$ cat src/rtl/gpe_pkg.sv
// Shared types, register codes and the 5x7 glyph ROM for the glyph pixel emitter.
// No dependencies; every other file of the block imports this package.
package gpe_pkg;

    localparam int GLYPH_COLS   = 5;
    localparam int GLYPH_ROWS   = 7;
    localparam int GLYPH_CELLS  = GLYPH_COLS * GLYPH_ROWS;
    localparam int COL_OFF_BITS = 10;   // holds 4 * 255
    localparam int ROW_OFF_BITS = 11;   // holds 6 * 255
    localparam int ADV_BITS     = 11;   // holds 6 * 255
    localparam int CFG_IDX_BITS = 2;

    localparam logic [CFG_IDX_BITS-1:0] CFG_LEFT_MARGIN = 2'd0;
    localparam logic [CFG_IDX_BITS-1:0] CFG_PIXEL_SCALE = 2'd1;

    localparam logic [15:0] LEFT_MARGIN_RESET = 16'd18;
    localparam logic [7:0]  PIXEL_SCALE_RESET = 8'd3;

    localparam logic [2:0] LAST_COL = 3'd4;
    localparam logic [2:0] LAST_ROW = 3'd6;

    typedef struct packed {
        logic load;     // take a new character into the datapath
        logic step;     // scan one glyph cell
    } gpe_cmd_t;

    typedef struct packed {
        logic out_free; // output register can take a square this cycle
        logic scan_end; // the current cell is the last one of the glyph
    } gpe_stat_t;

    // Returns the glyph as 35 bits, row 0 column 0 in the top bit, then left to right
    // and top to bottom. Lower case folds onto upper case; unknown codes get a '?'.
    function automatic logic [GLYPH_CELLS-1:0] glyph_bits(input logic [7:0] code);
        logic [7:0]             up;
        logic [GLYPH_CELLS-1:0] g;
        up = ((code >= "a") && (code <= "z")) ? code - 8'd32 : code;
        unique case (up)
            "0": g = {5'h1F, 5'h11, 5'h13, 5'h15, 5'h19, 5'h11, 5'h1F};
            "1": g = {5'h04, 5'h0C, 5'h04, 5'h04, 5'h04, 5'h04, 5'h0E};
            "2": g = {5'h1E, 5'h01, 5'h01, 5'h1E, 5'h10, 5'h10, 5'h1F};
            "3": g = {5'h1E, 5'h01, 5'h01, 5'h0E, 5'h01, 5'h01, 5'h1E};
            "4": g = {5'h12, 5'h12, 5'h12, 5'h1F, 5'h02, 5'h02, 5'h02};
            "5": g = {5'h1F, 5'h10, 5'h10, 5'h1E, 5'h01, 5'h01, 5'h1E};
            "6": g = {5'h0F, 5'h10, 5'h10, 5'h1E, 5'h11, 5'h11, 5'h0E};
            "7": g = {5'h1F, 5'h01, 5'h02, 5'h04, 5'h08, 5'h08, 5'h08};
            "8": g = {5'h0E, 5'h11, 5'h11, 5'h0E, 5'h11, 5'h11, 5'h0E};
            "9": g = {5'h0E, 5'h11, 5'h11, 5'h0F, 5'h01, 5'h01, 5'h1E};
            "A": g = {5'h0E, 5'h11, 5'h11, 5'h1F, 5'h11, 5'h11, 5'h11};
            "B": g = {5'h1E, 5'h11, 5'h11, 5'h1E, 5'h11, 5'h11, 5'h1E};
            "C": g = {5'h0F, 5'h10, 5'h10, 5'h10, 5'h10, 5'h10, 5'h0F};
            "D": g = {5'h1E, 5'h11, 5'h11, 5'h11, 5'h11, 5'h11, 5'h1E};
            "E": g = {5'h1F, 5'h10, 5'h10, 5'h1E, 5'h10, 5'h10, 5'h1F};
            "F": g = {5'h1F, 5'h10, 5'h10, 5'h1E, 5'h10, 5'h10, 5'h10};
            "G": g = {5'h0F, 5'h10, 5'h10, 5'h13, 5'h11, 5'h11, 5'h0F};
            "H": g = {5'h11, 5'h11, 5'h11, 5'h1F, 5'h11, 5'h11, 5'h11};
            "I": g = {5'h1F, 5'h04, 5'h04, 5'h04, 5'h04, 5'h04, 5'h1F};
            "L": g = {5'h10, 5'h10, 5'h10, 5'h10, 5'h10, 5'h10, 5'h1F};
            "M": g = {5'h11, 5'h1B, 5'h15, 5'h15, 5'h11, 5'h11, 5'h11};
            "N": g = {5'h11, 5'h19, 5'h15, 5'h13, 5'h11, 5'h11, 5'h11};
            "O": g = {5'h0E, 5'h11, 5'h11, 5'h11, 5'h11, 5'h11, 5'h0E};
            "P": g = {5'h1E, 5'h11, 5'h11, 5'h1E, 5'h10, 5'h10, 5'h10};
            "R": g = {5'h1E, 5'h11, 5'h11, 5'h1E, 5'h14, 5'h12, 5'h11};
            "S": g = {5'h0F, 5'h10, 5'h10, 5'h0E, 5'h01, 5'h01, 5'h1E};
            "T": g = {5'h1F, 5'h04, 5'h04, 5'h04, 5'h04, 5'h04, 5'h04};
            "U": g = {5'h11, 5'h11, 5'h11, 5'h11, 5'h11, 5'h11, 5'h0E};
            "V": g = {5'h11, 5'h11, 5'h11, 5'h11, 5'h11, 5'h0A, 5'h04};
            "W": g = {5'h11, 5'h11, 5'h11, 5'h15, 5'h15, 5'h15, 5'h0A};
            "X": g = {5'h11, 5'h11, 5'h0A, 5'h04, 5'h0A, 5'h11, 5'h11};
            "Y": g = {5'h11, 5'h11, 5'h0A, 5'h04, 5'h04, 5'h04, 5'h04};
            "Z": g = {5'h1F, 5'h01, 5'h02, 5'h04, 5'h08, 5'h10, 5'h1F};
            ":": g = {5'h00, 5'h04, 5'h04, 5'h00, 5'h04, 5'h04, 5'h00};
            ".": g = {5'h00, 5'h00, 5'h00, 5'h00, 5'h00, 5'h0C, 5'h0C};
            ",": g = {5'h00, 5'h00, 5'h00, 5'h00, 5'h04, 5'h04, 5'h08};
            "-": g = {5'h00, 5'h00, 5'h00, 5'h1E, 5'h00, 5'h00, 5'h00};
            "+": g = {5'h00, 5'h04, 5'h04, 5'h1F, 5'h04, 5'h04, 5'h00};
            "/": g = {5'h01, 5'h01, 5'h02, 5'h04, 5'h08, 5'h10, 5'h10};
            " ": g = {5'h00, 5'h00, 5'h00, 5'h00, 5'h00, 5'h00, 5'h00};
            default: g = {5'h1F, 5'h01, 5'h02, 5'h04, 5'h00, 5'h04, 5'h00};
        endcase
        return g;
    endfunction

endpackage

$ cat src/rtl/gpe_ctrl.sv
// Controller of the glyph pixel emitter: idle/scan state machine.
// Depends on gpe_pkg for the command and status structs.
module gpe_ctrl
    import gpe_pkg::*;
(
    input  logic      clk,
    input  logic      rst_n,
    input  logic      in_valid,
    output logic      in_ready,
    input  gpe_stat_t stat,
    output gpe_cmd_t  cmd
);

    typedef enum logic {
        ST_IDLE,
        ST_SCAN
    } state_t;

    state_t state_reg;
    logic   ready_reg;

    assign in_ready = ready_reg;

    always_comb
    begin
        cmd.load = in_valid && ready_reg;
        cmd.step = (state_reg == ST_SCAN) && stat.out_free;
    end

    always_ff @(posedge clk or negedge rst_n)
    begin
        if (!rst_n)
        begin
            state_reg <= ST_IDLE;
            ready_reg <= 1'b1;
        end
        else
        begin
            unique case (state_reg)
                ST_IDLE:
                begin
                    if (cmd.load)
                    begin
                        state_reg <= ST_SCAN;
                        ready_reg <= 1'b0;
                    end
                end
                ST_SCAN:
                begin
                    if (cmd.step && stat.scan_end)
                    begin
                        state_reg <= ST_IDLE;
                        ready_reg <= 1'b1;
                    end
                end
                default:
                begin
                    state_reg <= ST_IDLE;
                    ready_reg <= 1'b1;
                end
            endcase
        end
    end

endmodule

$ cat src/rtl/gpe_datapath.sv
// Datapath of the glyph pixel emitter: configuration registers, cursor, cell scan
// and the output register. Depends on gpe_pkg for the glyph ROM and shared types.
module gpe_datapath
    import gpe_pkg::*;
#(
    parameter int COORD_BITS = 16
)
(
    input  logic                    clk,
    input  logic                    rst_n,
    input  logic                    cfg_we,
    input  logic [CFG_IDX_BITS-1:0] cfg_index,
    input  logic [15:0]             cfg_data,
    input  logic [7:0]              char_code,
    input  logic                    first_of_line,
    input  logic [15:0]             line_y,
    input  gpe_cmd_t                cmd,
    output gpe_stat_t               stat,
    output logic                    out_valid,
    input  logic                    out_ready,
    output logic [15:0]             square_x,
    output logic [15:0]             square_y,
    output logic                    last_of_char
);

    localparam int SUM_BITS = COORD_BITS + 2;
    localparam logic [COORD_BITS-1:0] MAXC = {COORD_BITS{1'b1}};
    localparam logic [SUM_BITS-1:0]   MAXC_W = {2'b00, MAXC};

    logic [15:0]             left_margin_reg;
    logic [7:0]              pixel_scale_reg;
    logic [COORD_BITS-1:0]   cursor_reg;
    logic [COORD_BITS-1:0]   base_x_reg;
    logic [COORD_BITS-1:0]   ly_reg;
    logic [GLYPH_CELLS-1:0]  mask_reg;
    logic [2:0]              col_reg;
    logic [2:0]              row_reg;
    logic [COL_OFF_BITS-1:0] col_off_reg;
    logic [ROW_OFF_BITS-1:0] row_off_reg;
    logic                    out_valid_reg;
    logic [COORD_BITS-1:0]   sq_x_reg;
    logic [COORD_BITS-1:0]   sq_y_reg;
    logic                    last_reg;

    logic [COORD_BITS-1:0] margin_clamped;
    logic [COORD_BITS-1:0] ly_clamped;
    logic [COORD_BITS-1:0] base_x_next;
    logic [ADV_BITS-1:0]   advance;
    logic [SUM_BITS-1:0]   cursor_sum;
    logic [COORD_BITS-1:0] cursor_next;
    logic [SUM_BITS-1:0]   x_sum;
    logic [SUM_BITS-1:0]   y_sum;
    logic                  cell_lit;
    logic                  emit;

    // Inputs wider than the coordinate space saturate at its top.
    assign margin_clamped = (left_margin_reg > 16'(MAXC)) ? MAXC
                                                          : COORD_BITS'(left_margin_reg);
    assign ly_clamped     = (line_y > 16'(MAXC)) ? MAXC : COORD_BITS'(line_y);
    assign base_x_next    = first_of_line ? margin_clamped : cursor_reg;

    // Six cells of advance: scale * 4 + scale * 2.
    assign advance     = {1'b0, pixel_scale_reg, 2'b00} + {2'b00, pixel_scale_reg, 1'b0};
    assign cursor_sum  = SUM_BITS'(base_x_next) + SUM_BITS'(advance);
    assign cursor_next = (cursor_sum > MAXC_W) ? MAXC : COORD_BITS'(cursor_sum);

    assign x_sum    = SUM_BITS'(base_x_reg) + SUM_BITS'(col_off_reg);
    assign y_sum    = SUM_BITS'(ly_reg) + SUM_BITS'(row_off_reg);
    assign cell_lit = mask_reg[GLYPH_CELLS-1];
    assign emit     = cmd.step && cell_lit;

    assign stat.out_free = !out_valid_reg || out_ready;
    assign stat.scan_end = (col_reg == LAST_COL) && (row_reg == LAST_ROW);

    assign out_valid    = out_valid_reg;
    assign square_x     = 16'(sq_x_reg);
    assign square_y     = 16'(sq_y_reg);
    assign last_of_char = last_reg;

    always_ff @(posedge clk or negedge rst_n)
    begin
        if (!rst_n)
        begin
            left_margin_reg <= LEFT_MARGIN_RESET;
            pixel_scale_reg <= PIXEL_SCALE_RESET;
            cursor_reg      <= COORD_BITS'(LEFT_MARGIN_RESET);
            out_valid_reg   <= 1'b0;
        end
        else
        begin
            if (cfg_we)
            begin
                if (cfg_index == CFG_LEFT_MARGIN)
                begin
                    left_margin_reg <= cfg_data;
                end
                else if (cfg_index == CFG_PIXEL_SCALE)
                begin
                    pixel_scale_reg <= cfg_data[7:0];
                end
            end
            if (cmd.load)
            begin
                cursor_reg <= cursor_next;
            end
            if (emit)
            begin
                out_valid_reg <= 1'b1;
            end
            else if (out_ready)
            begin
                out_valid_reg <= 1'b0;
            end
        end
    end

    always_ff @(posedge clk)
    begin
        if (cmd.load)
        begin
            base_x_reg  <= base_x_next;
            ly_reg      <= ly_clamped;
            mask_reg    <= glyph_bits(char_code);
            col_reg     <= '0;
            row_reg     <= '0;
            col_off_reg <= '0;
            row_off_reg <= '0;
        end
        else if (cmd.step)
        begin
            mask_reg <= {mask_reg[GLYPH_CELLS-2:0], 1'b0};
            if (col_reg == LAST_COL)
            begin
                col_reg     <= '0;
                col_off_reg <= '0;
                row_reg     <= row_reg + 3'd1;
                row_off_reg <= row_off_reg + ROW_OFF_BITS'(pixel_scale_reg);
            end
            else
            begin
                col_reg     <= col_reg + 3'd1;
                col_off_reg <= col_off_reg + COL_OFF_BITS'(pixel_scale_reg);
            end
        end
        if (emit)
        begin
            sq_x_reg <= (x_sum > MAXC_W) ? MAXC : COORD_BITS'(x_sum);
            sq_y_reg <= (y_sum > MAXC_W) ? MAXC : COORD_BITS'(y_sum);
            last_reg <= ~|mask_reg[GLYPH_CELLS-2:0];
        end
    end

endmodule

$ cat src/rtl/glyph_pixel_emitter_5x7.sv
// Top level of the 5x7 glyph pixel emitter: stream ports, configuration port.
// Instantiates gpe_ctrl and gpe_datapath; depends on gpe_pkg.

// Each input transaction carries one character; the block looks it up in a built-in
// 5x7 font (lower case folds to upper case, unknown codes draw a question mark) and
// sends one output transaction per lit cell, scanned top row first and left to right,
// holding the top-left corner of a pixel_scale by pixel_scale square. The last square
// of a character has tlast set; a blank character sends nothing. After a character is
// accepted, all 35 cells of the glyph are scanned, one cell a cycle whether lit or not
// while the output register is free; a waiting square that is held back stalls the scan
// and so stretches the character. The input is ready again right after the last cell
// is scanned while the final square may still wait to be taken. Coordinates saturate
// at 2^COORD_BITS - 1. The cursor advances by six cells per character and tuser
// reloads it from left_margin.
// Configuration writes (index 0: left_margin, index 1: pixel_scale, others ignored)
// are always accepted and must only be issued while the block is idle.
module glyph_pixel_emitter_5x7
    import gpe_pkg::*;
#(
    parameter int COORD_BITS = 16
)
(
    input  logic                    clk,
    input  logic                    rst_n,
    // Configuration write channel.
    input  logic                    cfg_valid,
    output logic                    cfg_ready,
    input  logic [CFG_IDX_BITS-1:0] cfg_index,
    input  logic [15:0]             cfg_data,
    // Character stream.
    input  logic                    s_tvalid,
    output logic                    s_tready,
    input  logic [23:0]             s_tdata,   // char_code[7:0], line_y[23:8]
    input  logic                    s_tuser,   // first_of_line
    // Square stream.
    output logic                    m_tvalid,
    input  logic                    m_tready,
    output logic [31:0]             m_tdata,   // square_x[15:0], square_y[31:16]
    output logic                    m_tlast    // last_of_char
);

    gpe_cmd_t    cmd;
    gpe_stat_t   stat;
    logic [15:0] square_x;
    logic [15:0] square_y;

    // Registers are plain flops, so writes never stall.
    assign cfg_ready = 1'b1;
    assign m_tdata   = {square_y, square_x};

    gpe_ctrl u_ctrl (
        .clk      (clk),
        .rst_n    (rst_n),
        .in_valid (s_tvalid),
        .in_ready (s_tready),
        .stat     (stat),
        .cmd      (cmd)
    );

    gpe_datapath #(
        .COORD_BITS (COORD_BITS)
    ) u_datapath (
        .clk           (clk),
        .rst_n         (rst_n),
        .cfg_we        (cfg_valid && cfg_ready),
        .cfg_index     (cfg_index),
        .cfg_data      (cfg_data),
        .char_code     (s_tdata[7:0]),
        .first_of_line (s_tuser),
        .line_y        (s_tdata[23:8]),
        .cmd           (cmd),
        .stat          (stat),
        .out_valid     (m_tvalid),
        .out_ready     (m_tready),
        .square_x      (square_x),
        .square_y      (square_y),
        .last_of_char  (m_tlast)
    );

endmodule

$ cat config.mk
export PLATFORM = sky130hd
export DESIGN_NAME = glyph_pixel_emitter_5x7
export DESIGN_NICKNAME = d
export VERILOG_FILES = /design/src/rtl/gpe_pkg.sv /design/src/rtl/gpe_ctrl.sv /design/src/rtl/gpe_datapath.sv /design/src/rtl/glyph_pixel_emitter_5x7.sv
export SDC_FILE = /design/constraint.sdc
export NUM_CORES = 1
export LEC_CHECK = 0
export BUFFER_PORTS_ARGS = -buffer_cell sky130_fd_sc_hd__buf_4
export CAP_MARGIN = 10
export CORE_MARGIN = 5
export CORE_UTILIZATION = 55
export CTS_CLUSTER_SIZE = 8
export DETAILED_ROUTE_END_ITERATION = 10
export GPL_TIMING_DRIVEN = 0
export PLACE_DENSITY = 0.84
export SYNTH_ARGS = -nofsm -noshare
export SYNTH_HDL_FRONTEND = slang
export SYNTH_MEMORY_MAX_BITS = 65536
export SYNTH_SLANG_ARGS = --single-unit
$ cat constraint.sdc
create_clock -name clk -period 5.9 [get_ports clk]
set_input_delay 0.295 -clock clk [delete_from_list [all_inputs] [get_ports clk]]
set_output_delay 0.295 -clock clk [all_outputs]
set_load 0.02 [all_outputs]
## Yosys cells after proc, flatten, opt, wreduce, memory -nomap -nowiden

Memories as Yosys holds them, arrays and structs flattened.
Cells that the tools add are included.

- Flip-flop bits (word level): 170
- Bits in read-only memories: 4480
- Output and inout port bits: 36
- Logic and storage cells: 74
- Memories kept: 1

Memories:

| memory | depth | width | read ports | clocked after memory_dff | write ports | line | text |
|---|---|---|---|---|---|---|---|
| (no name shown) | 128 | 35 | 1 | 0 | 0 | gpe_pkg.sv:38 | `unique case (up)` |

- Add/sub/neg operators: 9
- Equal/unequal tests: 5
- Reductions and logical operators: 17
- Multiplexer cells: 17
- Bitwise operators: 2
- $lt $le $gt $ge: 7

Operator list:

| kind | number |
|---|---|
| 35-bit 2-to-1 mux | 3 |
| 18-bit by 16-bit greater-than comparator with 1-bit output (second input constant) | 3 |
| 16-bit 2-to-1 mux | 3 |
| 16-bit by 11-bit adder with 17-bit output | 2 |
| 34-bit OR reduction | 1 |
| 16-bit greater-than comparator (second input constant) | 2 |
| 16-bit by 10-bit adder with 17-bit output | 1 |
| 10-bit by 9-bit adder with 11-bit output | 1 |
| 11-bit by 8-bit adder with 11-bit output | 1 |
| 10-bit by 8-bit adder with 10-bit output | 1 |
| 10-bit 2-to-1 mux | 1 |
| 8-bit by 7-bit greater-or-equal comparator with 1-bit output (second input constant) | 1 |
| 8-bit by 7-bit <= comparator with 1-bit output (second input constant) | 1 |
| 8-bit 2-to-1 mux | 1 |
| 8-bit by 6-bit subtractor with 8-bit output (second input constant) | 1 |
| 3-bit by 1-bit adder with 3-bit output (second input constant) | 2 |
| 3-bit equality test (second input constant) | 2 |
| 1-bit logical AND | 6 |
| 1-bit 2-to-1 mux | 6 |
| 2-bit AND reduction | 3 |
| 2-bit != test (second input constant) | 2 |
| 1-bit case mux with 2 select lines | 2 |
| 2-bit nonzero test | 2 |
| 3-bit 2-to-1 mux | 1 |
| other kinds (6) | 8 |

## Logic depth before layout (Yosys ltp)

- Word-level depth: 6
- Depth in mapped cells: 13
- Mapped depth without buffers: 11

## Hierarchy

From an unflattened synthesis, not the netlist that was laid out.

- Cells, all modules: 1129
- Area total of the unflattened synthesis: 11050.6 um^2

Modules (own cells, without submodules):

| module | seq. area each (um^2) | area an instance (um^2) | instances | cells an instance |
|---|---|---|---|---|
| gpe_datapath | 4576.9 | 10943.0 | 1 | 1117 |
| gpe_ctrl | 51.3 | 96.3 | 1 | 10 |
| glyph_pixel_emitter_5x7 | 0.0 | 11.3 | 1 | 2 |

## Worst setup path after synthesis

No wires, ideal clock.

- Kind: input to register
- Start: input s_tuser
- End: register u_datapath.cursor_reg[15]
- Path slack: 2.371 ns
- Arrival: 3.396 ns
- Buffers on the path: 2
- Cell stages on the path: 13
- Setup time: 0.133 ns
- Cells stage by stage: buf_4 clkbuf_1 mux2i_1 fa_1 inv_1 ha_1 fa_1 a211oi_1 o21ai_0 a21oi_1 a31oi_1 o41ai_1 a21oi_1

- Longest elaborated chain between the ends: 4

RTL lines:

| item | line | text |
|---|---|---|
| start, declared | glyph_pixel_emitter_5x7.sv:34 | `input logic s_tuser,` |
| 16-bit 2-to-1 mux * | gpe_datapath.sv:60 | `assign base_x_next = first_of_line ? margin_clamped : cursor_reg;` |
| 16-bit by 11-bit adder with 17-bit output * | gpe_datapath.sv:64 | `assign cursor_sum = SUM_BITS'(base_x_next) + SUM_BITS'(advance);` |
| 18-bit by 16-bit greater-than comparator with 1-bit output | gpe_datapath.sv:65 | `assign cursor_next = (cursor_sum > MAXC_W) ? MAXC : COORD_BITS'(cursor_sum);` |
| 16-bit 2-to-1 mux * | gpe_datapath.sv:65 |  |
| end signal, assigned | gpe_datapath.sv:86 | `cursor_reg <= COORD_BITS'(LEFT_MARGIN_RESET);` |
| end signal, assigned | gpe_datapath.sv:104 | `cursor_reg <= cursor_next;` |
| end, declared | gpe_datapath.sv:32 | `logic [COORD_BITS-1:0] cursor_reg;` |

Mark *: on every way between the ends. The rest lies on a longest branch, timed or not.
A chain may end at the register's enable or synchronous reset.

## Worst setup path in the final report

Ends and elaborated chain as after synthesis.

==> flow_summary.ini <==
[floorplanning]
fp.dieH_um = 149.7
rows = 51
start_util_pct = 55.54
die_area_um2 = 22420
ios = 84
die_x_um = 149.7
core-area_um2 = 19330

[synth]
synth_edf_count = 100
ys_seq_elements = 170
syn_avg_cell_area_um2 = 10.04
synthAdderAreaFrac_pct = 10.74
yosysSeqAreaShare_pct = 43.10
async_flop_share_pct = 25.29
synth_area_um2 = 10740
synth.area.mux_share_pct = 5.080
syn-num-nets = 1203
synthFlopType = edfxtp_1
synth_xor_area_share_pct = 3.018
synth_cell_type_count = 88
ys_warn_count = 0
syn_inst = 1070
synth-simple-area-share_pct = 13.57
synth_compound_area_share_pct = 20.80
synth_top_family_by_area = compound AO/OA/AOI/OAI gates

[power_and_ir_drop]
p_leak_nw = 5.110
clkPwrFrac_pct = 19.3
ir_drop_v = 0.0003232
p_switching_mw = 2.470
p_seq_share_pct = 35.1
power.density_nw_per_um2 = 511.5
p_comb_share_pct = 45.6
p_int_mw = 3.860
switching_share_pct = 39.02

[timing]
min_period_over_period_pct = 66.33
rsz0062_at_grt = no
skew_ns = 0.009904
slew_viol_final = 0
clock.fmax_ghz = 0.2555
fin_tns_setup_ns = 0
finalSetupViolCount = 0
slew_headroom_pct = 34.87
worst_pin_slew_ns = 0.9769
hold_viol = 0
setup_ws_ns = 1.986
period_needed_ns = 3.914

[global_routing]
gr-total-overflow = 0
grt_pass1_vias = 9044
antenna_found_initial = 0
grt_use_total_pct = 28.19
grt_max_degree = 44
grt_pass1_wl_um = 49280

[worst_setup_path]
crit_path_start_kind = input port
cp.arrival_ns = 4.22
required_ns = 6.21
worstPathMaxFanout = 10
r2r_slack_ns = 2.26
worstSetupEndpointType = flop
critical_path_class = in -> reg

[layout]
most-common-layout-cells = nand2_1 (101), edfxtp_1 (100), a21oi_1 (89)
drive_above_1_share_pct = 18.03
stdcell_area_um2 = 12380
syn2layout_area_growth_pct = 15.26
layout_commonest_cell = nand2_1
largest_reg_flops = 35
fin_nets = 1307
n_antenna_cell = 0

[detailed_routing]
wl_per_cell_um = 21.58
ant_nets = 0
first_pass_iters = 5
drtIter0Drc = 898
drt-vias-per-instance = 6.368
num_vias = 9246
finalWirelength_um = 31330
drc_errors = 0

[flow_run]
maxCapViolCount = 0

[placed_design]
gp_congestion = 0.9869
pre_cts_ws_ns = 1.603
port_buffers = 82
dpl.hpwl_um = 22550
dpl-instance-area_um2 = 11710

[clock_network]
numCtsBuffers = 17
clock-sinks = 170
post_cts_resize_count = 0
holdBufCountCts = 1
post_cts_buffers = 0
cts-root-buf = clkbuf_16
insertion_delay_ns = 0.44
path_clk_slew_ns = 0.07
cts_tree = yes
htree_levels = 4
ctsLongestPathBuffers = 2

[min_path]
hold_class = in -> reg

[outcome]
outcome = finished clean
## cell usage after synthesis, drive strengths merged, types with 4 or more instances
cell | count | share of area [%]
mux2i | 8 | 0.75
a22o | 12 | 0.98
nand4 | 8 | 0.52
a22oi | 4 | 0.28
nand2 | 103 | 3.6
inv | 42 | 1.5
o21ai | 67 | 3.1
o21bai | 6 | 0.42
xor2 | 16 | 1.3
dfrtp | 36 | 8.4
a21oi | 89 | 4.1
a21o | 21 | 1.5
nor4 | 8 | 0.47
dfstp | 7 | 1.7
a221o | 11 | 1.0
nor2b | 13 | 0.76
or3 | 5 | 0.34
o21a | 9 | 0.63
a211oi | 20 | 1.4
nor3 | 20 | 1.0
and3 | 8 | 0.47
mux2 | 39 | 4.1
a21boi | 6 | 0.42
edfxtp | 100 | 28
nand3 | 26 | 1.2
xnor2 | 21 | 1.7
ha | 73 | 8.5
a31oi | 27 | 1.7
a31o | 5 | 0.41
fa | 12 | 2.2
buf | 27 | 1.5
nor2 | 85 | 3.1
and2 | 4 | 0.26
o211ai | 8 | 0.61
nand2b | 13 | 0.76
o22ai | 10 | 0.58
a211o | 6 | 0.49
o31ai | 7 | 0.49
or2 | 4 | 0.23
clkbuf | 18 | 0.63
dfxtp | 27 | 5.0
## cells by family after synthesis
group,count (synthesis)
compound gates,335
xor+xnor,37
fa+ha+maj,85
buf+inv,87
flops,170
mux,48
other cells,1
simple gates,307
## per-layer routing
metal	part of all wire (%)	wire length (µm)	GRT usage (%)	up-vias
li1	-	-	-	4221
met1	40	12380	35.37	4452
met2	50	15580	48.39	482
met3	7.0	2202	4.997	91
met4	3.7	1171	11.39	0
met5	0	0	0	-
## final timing paths
check / from / depth (start not counted) / endpoint
min: s_tdata[21] / 1 / u_datapath.ly_reg[13]
max: s_tuser / 14 / u_datapath.cursor_reg[15]
min reg2reg: u_datapath.row_reg[2] / 2 / u_ctrl.in_ready
min in group asynchronous: rst_n / 2 / u_datapath.left_margin_reg[13]
max reg2reg: u_datapath.pixel_scale_reg[1] / 11 / u_datapath.cursor_reg[15]
max in group asynchronous: rst_n / 2 / u_ctrl.state_reg
## stage by stage
stage | cells | power (mW) | hold WS [ns] | utilization (%)
after floorplan | 1070 | 4.187 | -0.0005911 | -
after global placement | 1417 | 4.858 | 0.3219 | 60.43
after detailed placement | 1418 | 5.000 | 0.3322 | 60.55
after CTS | 1451 | 6.261 | 0.02376 | 63.87
after global routing | 1452 | 6.696 | 0.01370 | 64.01
final | 1452 | 6.330 | 0.02681 | 64.01
## worst max-delay path, cell delays in order
cell and delay, ns:
buf_4 0.10, buf_4 0.18, clkbuf_1 0.54, mux2i_1 0.25
fa_1 0.58, inv_1 0.04, ha_1 0.22, fa_1 0.44
a211oi_1 0.32, o21ai_0 0.15, a21oi_1 0.36, a31oi_1 0.20
o41ai_1 0.45, a21oi_1 0.08
## power groups by stage
stage          clock [mW]  sequential [mW]  combinational (mW)
2_1_floorplan           0             2.27                1.91
3_5_place_dp            0             2.23                2.77
6_report             1.22             2.22                2.89
5_1_grt              1.28             2.26                3.16
4_1_cts              1.21             2.22                2.83
3_3_place_gp            0             2.22                2.64
## layout make-up
cell class / count / area (µm²)
inverters: 42 / 157.7
multi-input cells: 813 / 5719
clock buffers: 18 / 429.2
clock inverters: 14 / 202.7
plain buffers: 45 / 235.2
well taps: 265 / 331.6
repair buffers: 85 / 673.1
fillers: 1505 / 6958
flip-flops and latches: 170 / 4628
(Power assumes the default switching activity.)
